==> config.mk <==
export PLATFORM = sky130hd
export DESIGN_NAME = pal_cell
export DESIGN_NICKNAME = d
export VERILOG_FILES = /design/src/rtl/pal_pkg.sv /design/src/rtl/pal_cell.sv
export SDC_FILE = /design/constraint.sdc
export NUM_CORES = 1
export LEC_CHECK = 0
export ABC_AREA = 1
export BUFFER_PORTS_ARGS = -buffer_cell sky130_fd_sc_hd__buf_2
export CORE_UTILIZATION = 40
export DETAILED_ROUTE_END_ITERATION = 16
export GPL_TIMING_DRIVEN = 1
export PLACE_DENSITY_LB_ADDON = 0.08
export SKIP_CTS_REPAIR_TIMING = 1
export SLEW_MARGIN = 15
export SYNTH_ARGS = -nofsm -noshare
export SYNTH_HDL_FRONTEND = slang
export SYNTH_SLANG_ARGS = --single-unit
==> constraint.sdc <==
create_clock -name clk -period 2.78 [get_ports clk]
set_clock_uncertainty 0.2 [all_clocks]
set_input_delay 0.417 -clock clk [delete_from_list [all_inputs] [get_ports clk]]
set_output_delay 0.417 -clock clk [all_outputs]
set_load 0.02 [all_outputs]
==> src/rtl/pal_pkg.sv <==
// ----------------------------------------------------------------------------
// pal_pkg: shared types and constants of the positional array list
// Opcode and status codes, field widths, the cell control struct and the
// default sizing handed to the top level.
// ----------------------------------------------------------------------------
package pal_pkg;

  localparam int DEPTH_DEF       = 128;
  localparam int ENTRY_WIDTH_DEF = 32;
  // cells per first-level group of the read-out tree
  localparam int GROUP           = 16;

  localparam int OPCODE_W = 3;
  localparam int POS_W    = 8;
  localparam int DATA_W   = 32;
  localparam int STATUS_W = 2;
  localparam int COUNT_W  = 8;

  localparam int IN_TDATA_W  = 48;
  localparam int OUT_TDATA_W = 48;

  typedef enum logic [OPCODE_W-1:0] {
    OP_INS_FRONT = 3'd0,
    OP_INS_AT    = 3'd1,
    OP_INS_BACK  = 3'd2,
    OP_REM_FRONT = 3'd3,
    OP_REM_AT    = 3'd4,
    OP_REM_BACK  = 3'd5,
    OP_READ_AT   = 3'd6,
    OP_NOP       = 3'd7
  } pal_op_t;

  typedef enum logic [STATUS_W-1:0] {
    ST_OK    = 2'd0,
    ST_FULL  = 2'd1,
    ST_EMPTY = 2'd2,
    ST_RANGE = 2'd3
  } pal_status_t;

  typedef enum logic [1:0] {
    KIND_NONE = 2'd0,
    KIND_UP   = 2'd1,
    KIND_DOWN = 2'd2,
    KIND_READ = 2'd3
  } pal_kind_t;

  // update command broadcast along the cell row
  typedef struct packed {
    logic shift_up;
    logic shift_down;
  } pal_ctrl_t;

endpackage

==> src/rtl/pal_cell.sv <==
// ----------------------------------------------------------------------------
// pal_cell: one storage cell of the list row
// Holds the entry at a fixed position; takes the left neighbor on an insert
// above the target, the new word at the target, and the right neighbor on a
// remove at or above the target.
// ----------------------------------------------------------------------------
module pal_cell import pal_pkg::*; #(
  parameter int ENTRY_WIDTH = ENTRY_WIDTH_DEF,
  parameter int IDX_W       = 7,
  parameter int INDEX       = 0
) (
  input  logic                   clk,
  input  pal_ctrl_t              ctrl,
  input  logic [IDX_W-1:0]       tgt,
  input  logic [ENTRY_WIDTH-1:0] word,
  input  logic [ENTRY_WIDTH-1:0] left,
  input  logic [ENTRY_WIDTH-1:0] right,
  output logic [ENTRY_WIDTH-1:0] data,
  output logic [ENTRY_WIDTH-1:0] hit
);

  localparam logic [IDX_W-1:0] MY_IDX = IDX_W'(INDEX);

  logic [ENTRY_WIDTH-1:0] data_r;
  logic [ENTRY_WIDTH-1:0] data_nxt;

  always_comb begin
    data_nxt = data_r;
    if (ctrl.shift_up) begin
      if (MY_IDX == tgt) begin
        data_nxt = word;
      end else if (MY_IDX > tgt) begin
        data_nxt = left;
      end
    end else if (ctrl.shift_down && (MY_IDX >= tgt)) begin
      data_nxt = right;
    end
  end

  always_ff @(posedge clk) begin
    data_r <= data_nxt;
  end

  assign data = data_r;
  assign hit  = (MY_IDX == tgt) ? data_r : '0;

endmodule

# --- Yosys cells after proc, flatten, opt, wreduce, memory -nomap -nowiden ---
# Cells that the tools add are included.
word_totals:
  ff_bits: 32
  elab_cells: 13
  out_inout_bits: 64
  inputBits: 106
op_classes:
  n_reduce_logical: 4
  magnitude_cmp: 2
  n_mux: 5
  eq_ne: 1
ops:
  columns: ["cell", "n"]
  rows:
  - ["$mux W32", 5]
  - ["$ge A1 B7 Y1 const A", 1]
  - ["$gt A1 B7 Y1 const A", 1]
  - ["$logic_not A7 Y1", 1]
  - ["$ne A3 B1 Y1 const B", 1]
  - ["$reduce_and A2 Y1", 1]
  - ["$reduce_bool A2 Y1", 1]
  - ["$logic_and A1 B1 Y1", 1]

# --- Depth between registers and ports, before layout ---
# Gate-level depths: netlist of run 1.
depth:
  ltp_word: 4
  ltp_mapped: 7
  ltp_nobuf: 6

# --- Worst setup path before layout of run 1 ---
# Ideal clock, no wire load.
synth_path:
  path_kind: "input -> register"
  from: "input port tgt[5]"
  to: "register data_r[0] (netlist: data[0]), enable pin"
  t_required_ns: 2.159
  setup_ns: 0.421
  cell_stages: 5
  n_path_buf: 0
  setup_slack_ns: -0.031
  arrival_time_ns: 2.190
  cell_sequence: "nor2_2 > nand2_4 > inv_6 > nand2_4 > nor2_1"
synth_between:
  elab_chain_len: 4
  elab_cells_between_ends: 7
  classes_between: "order compare (2); eq/ne (1); reduce/logical (4)"
synth_lines:
  columns: ["element", "line_no", "text"]
  rows:
  - ["start, declared", "pal_cell.sv:14", "input logic [IDX_W-1:0] tgt,"]
  - ["$ge A1 B7 Y1", "pal_cell.sv:35", "end else if (ctrl.shift_down && (MY_IDX >= tgt)) begin"]
  - ["$logic_and A1 B1 Y1", "pal_cell.sv:35", null]
  - ["$reduce_bool A2 Y1 (no source line)", null, null]
  - ["$reduce_and A2 Y1 (no source line) (*)", null, null]
  - ["end signal, assigned", "pal_cell.sv:41", "data_r <= data_nxt;"]
  - ["end, declared", "pal_cell.sv:24", "logic [ENTRY_WIDTH-1:0] data_r;"]
# Every way passes the cells marked *; elsewhere a longest branch is shown, timed or not.
# A chain may end at the register's enable or synchronous reset.

# --- Final worst setup path of run 1 ---
layout_path:
  from: "input port tgt[5]"
  to: "output port hit[0]"
layout_between:
  elab_chain_len: 2
layout_lines:
  columns: ["element", "line_no", "text"]
  rows:
  - ["$logic_not A7 Y1", "pal_cell.sv:45", "assign hit = (MY_IDX == tgt) ? data_r : '0;"]
  - ["$mux W32", "pal_cell.sv:45", null]
  - ["end, declared", "pal_cell.sv:19", "output logic [ENTRY_WIDTH-1:0] hit"]
# No other way between the ends.

==> flow_summary.json, run 1 <==
{
  "die_area_sq_um": 7500,
  "syn-instance-count": 357,
  "io_buffers": 169,
  "grt_pass1_wl_mm": 11.6,
  "internal_power_uw": 899,
  "drtIter0Drc": 118,
  "status": "finished clean",
  "first_pass_iters": 4,
  "routedWlPerCell_um": 11.7,
  "totalWireLength_mm": 7.22,
  "first_global_vias": 2559,
  "grt.total_usage": 0.199,
  "cts_buffers": 5,
  "max_stage_delay_ns": 0.28,
  "power_switching_uw": 302,
  "maxSlewHeadroom": 0.614,
  "fin_nets": 625,
  "setup_viol": 0,
  "slowest_stage": "buf_12",
  "postRouteAntennaNets": 0,
  "p_seq_frac": 0.449,
  "vias": 2736,
  "drv_cap": 0,
  "antenna_found_initial": 0,
  "min_path_cells": 3,
  "antenna_cells": 0,
  "ir_drop_mv": 0.263,
  "rsz0062_at_grt": "no",
  "synth_seq_area_share": 0.336,
  "mappedNetlistNets": 463,
  "cp.required_ns": 2.16,
  "cts_tree": "yes",
  "crit_path_end_kind": "primary output",
  "grt_max_degree": 33,
  "fp.dieW_um": 86.6,
  "p_leak_uw": 0.00213,
  "cts-htree-levels": 2,
  "p_clk_frac": 0.361,
  "hpwl_mm": 5.40,
  "worst-path-max-fanout": 20,
  "start_util": 0.417,
  "coreArea_sq_um": 6870,
  "path_buf_inv": 4,
  "cp_cell_sequence": "buf_2, nor2_2, nand2_4, inv_6, nand2_4, buf_12, nor2_1, buf_2",
  "cp-start-kind": "input pin",
  "cp_num_cells": 8,
  "final_hold_viol_count": 0,
  "syn_area_sq_um": 2860,
  "cts-root-buf": "clkbuf_8",
  "p_per_area_nw_per_um2": 315,
  "report.final.slew_viol_count": 0,
  "fmax_mhz": 454,
  "viasPerCell": 4.44,
  "synth_cell_types": 21,
  "ios": 170,
  "critical-path-top-delay-family": "buffers and inverters",
  "crit_arrival_ns": 1.58,
  "finalNonFillerCells": 616,
  "min_period_over_period": 0.792,
  "swShare": 0.251,
  "num_rows": 30,
  "cts_buffer_depth": 2,
  "synth.ff_latch_count": 32,
  "area.growth.synth_to_final_pct": 33.2,
  "post-route-drc-count": 0,
  "worstSetupPathType": "input pin to primary output",
  "dpl.cell_count": 608,
  "combPwrFrac": 0.190,
  "cts_sinks": 32,
  "drive_above_1_share": 0.512,
  "yosysWarnings": 0,
  "grt-ovfl-total": 0,
  "largest_reg_flops": 32,
  "fin_crit_ns": 2.20,
  "syn_avg_cell_area_sq_um": 8.02,
  "hp-class": "input pin to flip-flop",
  "gp_congestion": 0.789,
  "die-height_um": 86.6,
  "tightest_slew_ns": 0.579,
  "clk_pin_slew_ns": 0.07,
  "tns_ns": 0
}
[through the flow]
step	hold WS, ns	setup slack [ns]	cell area (sq um)	util	total power, uW
global route	0.203	0.491	3810	0.555	1260
finish	0.206	0.578	3810	0.555	1200
floorplan	0.403	0.505	2860	-	685
detailed placement	0.490	0.570	3710	0.540	779
global placement	0.490	0.582	3710	0.540	775
CTS	0.193	0.569	3810	0.555	1220
[cell families after synthesis]
logic type / count (synthesis) / share of synthesized area
flops: 32 / 0.336
buf+inv: 123 / 0.205
compound gates: 32 / 0.0953
simple gates: 170 / 0.364
[cell usage after synthesis]
cell      count  share of area
buf_2         2         0.0035
nand2_1      64          0.084
nor2_1        4         0.0052
inv_6         1         0.0031
buf_6        10          0.039
buf_4         2         0.0052
clkbuf_1      4         0.0052
inv_1        97           0.13
nor2_2        3         0.0066
nand3_1      54          0.094
o21ai_2      30          0.092
edfxtp_1     32           0.34
nand2_4       3          0.012
nand2_2       1         0.0022
o21ai_0       2         0.0035
inv_2         3         0.0039
buf_1         1         0.0013
nor2_8        1         0.0070
nand3_2      10          0.035
nor2_4       30           0.12
buf_8         3          0.016
[worst paths after layout]
kind,to,from
max,hit[0],tgt[5]
min,data[22]$_DFFE_PP_,right[22]
[worst min-delay path, stage by stage]
cell     delay (ns)
buf_2          0.07
nand2_1        0.04
nand2_1        0.05
[power groups by stage]
| stage | Clock (uW) | Combinational [uW] | Sequential [uW] |
|---|---|---|---|
| after floorplan | 0 | 132 | 552 |
| after global placement | 0 | 226 | 549 |
| after detailed placement | 0 | 230 | 549 |
| after CTS | 452 | 231 | 539 |
| after global routing | 465 | 257 | 539 |
| final | 434 | 228 | 539 |
[per-layer routing]
layer / up-vias / global-route usage / wire length [um]
met5: - / 0 / 0
met3: 8 / 0.0343 / 492
met2: 116 / 0.352 / 3560
met4: 0 / 0.0530 / 79
met1: 1201 / 0.250 / 3080
li1: 1411 / - / -
[placed cells by master (no fill, tap or decap)]
master and n:
buf_2 169, inv_1 97, nand2_1 64, nand3_1 54, edfxtp_1 32, nor2_4 31, o21ai_2 30, nand3_2 10
buf_4 7, clkbuf_8 5, nor2_2 3, inv_2 3, nand2_4 3, nor2_1 3, o21ai_0 2, clkinv_1 2
inv_6 1, nand2_2 1, nor2_8 1, bufinv_16 1, buf_12 1
[area by class of cell]
type / count / area, sq um
fillers: 696 / 3060
multi-input cells: 202 / 1320
flip-flops and latches: 32 / 961
repair buffers: 177 / 918
inverters: 101 / 384
well taps: 96 / 120
clock buffers: 5 / 68.8
clock inverters: 3 / 37.5
(Power assumes the default switching activity.)
==> run 2: changes to the inputs <==
--- a/config.mk
+++ b/config.mk
@@ -7,7 +7,7 @@
 export LEC_CHECK = 0
 export ABC_AREA = 1
 export BUFFER_PORTS_ARGS = -buffer_cell sky130_fd_sc_hd__buf_2
-export CORE_UTILIZATION = 40
+export CORE_UTILIZATION = 44
 export DETAILED_ROUTE_END_ITERATION = 16
 export GPL_TIMING_DRIVEN = 1
 export PLACE_DENSITY_LB_ADDON = 0.08
==> constraint.sdc (replaced) <==
create_clock -name clk -period 2.1 [get_ports clk]
set_clock_uncertainty 0.2 [all_clocks]
set_input_delay 0.315 -clock clk [delete_from_list [all_inputs] [get_ports clk]]
set_output_delay 0.315 -clock clk [all_outputs]
set_load 0.02 [all_outputs]
==> flow_summary.json, run 2 (synthesis results as in run 1) <==
{
  "status": "finished clean",
  "crit_arrival_ns": 1.29,
  "antenna_cells": 0,
  "die_area_sq_um": 6830,
  "hpwl_mm": 5.44,
  "antenna_found_initial": 0,
  "p_per_area_nw_per_um2": 418,
  "grt_max_degree": 33,
  "gp_congestion": 0.816,
  "cp-start-kind": "input pin",
  "worstSetupPathType": "input pin to primary output",
  "holdWs_ns": 0.0974,
  "grt.total_usage": 0.212,
  "min_period_over_period": 0.861,
  "grt_pass1_wl_mm": 10.8,
  "cts-root-buf": "clkbuf_8",
  "cts_tree": "yes",
  "drive_above_1_share": 0.512,
  "hp-class": "input pin to flip-flop",
  "postRouteAntennaNets": 0,
  "ir_drop_mv": 0.230,
  "tns_ns": 0,
  "crit_path_end_kind": "primary output",
  "cts_buffers": 5,
  "num_rows": 29,
  "final_common_cell": "buf_2",
  "routedWlPerCell_um": 12.1,
  "fin_crit_ns": 1.81,
  "maxSlewHeadroom": 0.612,
  "die-height_um": 82.6,
  "clk_pin_slew_ns": 0.07,
  "worst-path-max-fanout": 21,
  "post-route-drc-count": 0,
  "fp.dieW_um": 82.6,
  "final_util": 0.605,
  "cp.required_ns": 1.58,
  "cts-htree-levels": 2,
  "start_util": 0.453,
  "final_hold_viol_count": 0,
  "cp_cell_sequence": "buf_2, nor2_2, nand2_4, inv_6, nand2_4, buf_12, nor2_1, buf_2",
  "fin_nets": 626,
  "first_pass_iters": 6,
  "area.growth.synth_to_final_pct": 33.5,
  "vias": 2740,
  "setup_viol": 0,
  "final_cell_mix": "169 x buf_2, 97 x inv_1, 64 x nand2_1",
  "max_stage_delay_ns": 0.21,
  "slowest_stage": "buf_12",
  "p_leak_uw": 0.00214,
  "totalWireLength_mm": 7.25,
  "drtIter0Drc": 120,
  "ios": 170,
  "viasPerCell": 4.58,
  "fmax_mhz": 553,
  "largest_reg_flops": 32,
  "tightest_slew_ns": 0.581,
  "first_global_vias": 2410,
  "coreArea_sq_um": 6310,
  "drv_cap": 0,
  "cts_buffer_depth": 2,
  "cts_sinks": 32,
  "io_buffers": 169,
  "rsz0062_at_grt": "no",
  "grt-ovfl-total": 0,
  "report.final.slew_viol_count": 0
}
## run 2: final cells by class
class | count | area (sq um)
clock buffers | 5 | 68.8
flip-flops and latches | 32 | 961
clock inverters | 3 | 37.5
repair buffers | 178 | 951
inverters | 101 | 384
well taps | 77 | 96.3
fillers | 614 | 2490
multi-input cells | 202 | 1320
## run 2: power by group
group	switching [uW]	total [uW]	internal, uW
sequential	1.58	713	711
clock	236	582	345
combinational	169	303	133
total	407	1600	1190
## run 2: path summary, 6_finish.rpt
check,slack (ns),end,cells after the start,start
hold / removal,0.1,data[22]$_DFFE_PP_,3,right[22]
setup / recovery,0.29,hit[0],8,tgt[3]
## run 2: metal layers
metal	vias to the layer above	global-route usage	share of wire
met3	9	0.0495	0.077
li1	1407	-	-
met2	104	0.381	0.49
met4	0	0.0586	0.016
met5	-	0	0
met1	1220	0.249	0.42
## run 2: stage by stage
stage | instances | cell area, sq um | setup slack [ns] | total power (uW)
floorplan | 357 | 2870 | 0.282 | 907
global placement | 590 | 3710 | 0.294 | 1030
CTS | 598 | 3820 | 0.292 | 1610
finish | 598 | 3820 | 0.292 | 1600
detailed placement | 590 | 3710 | 0.280 | 1030
global route | 598 | 3820 | 0.192 | 1670
## run 2: worst max-delay path, delay by kind of cell
family / cells / cell delay, ns
simple gates: 4 / 0.42
buf+inv: 4 / 0.53
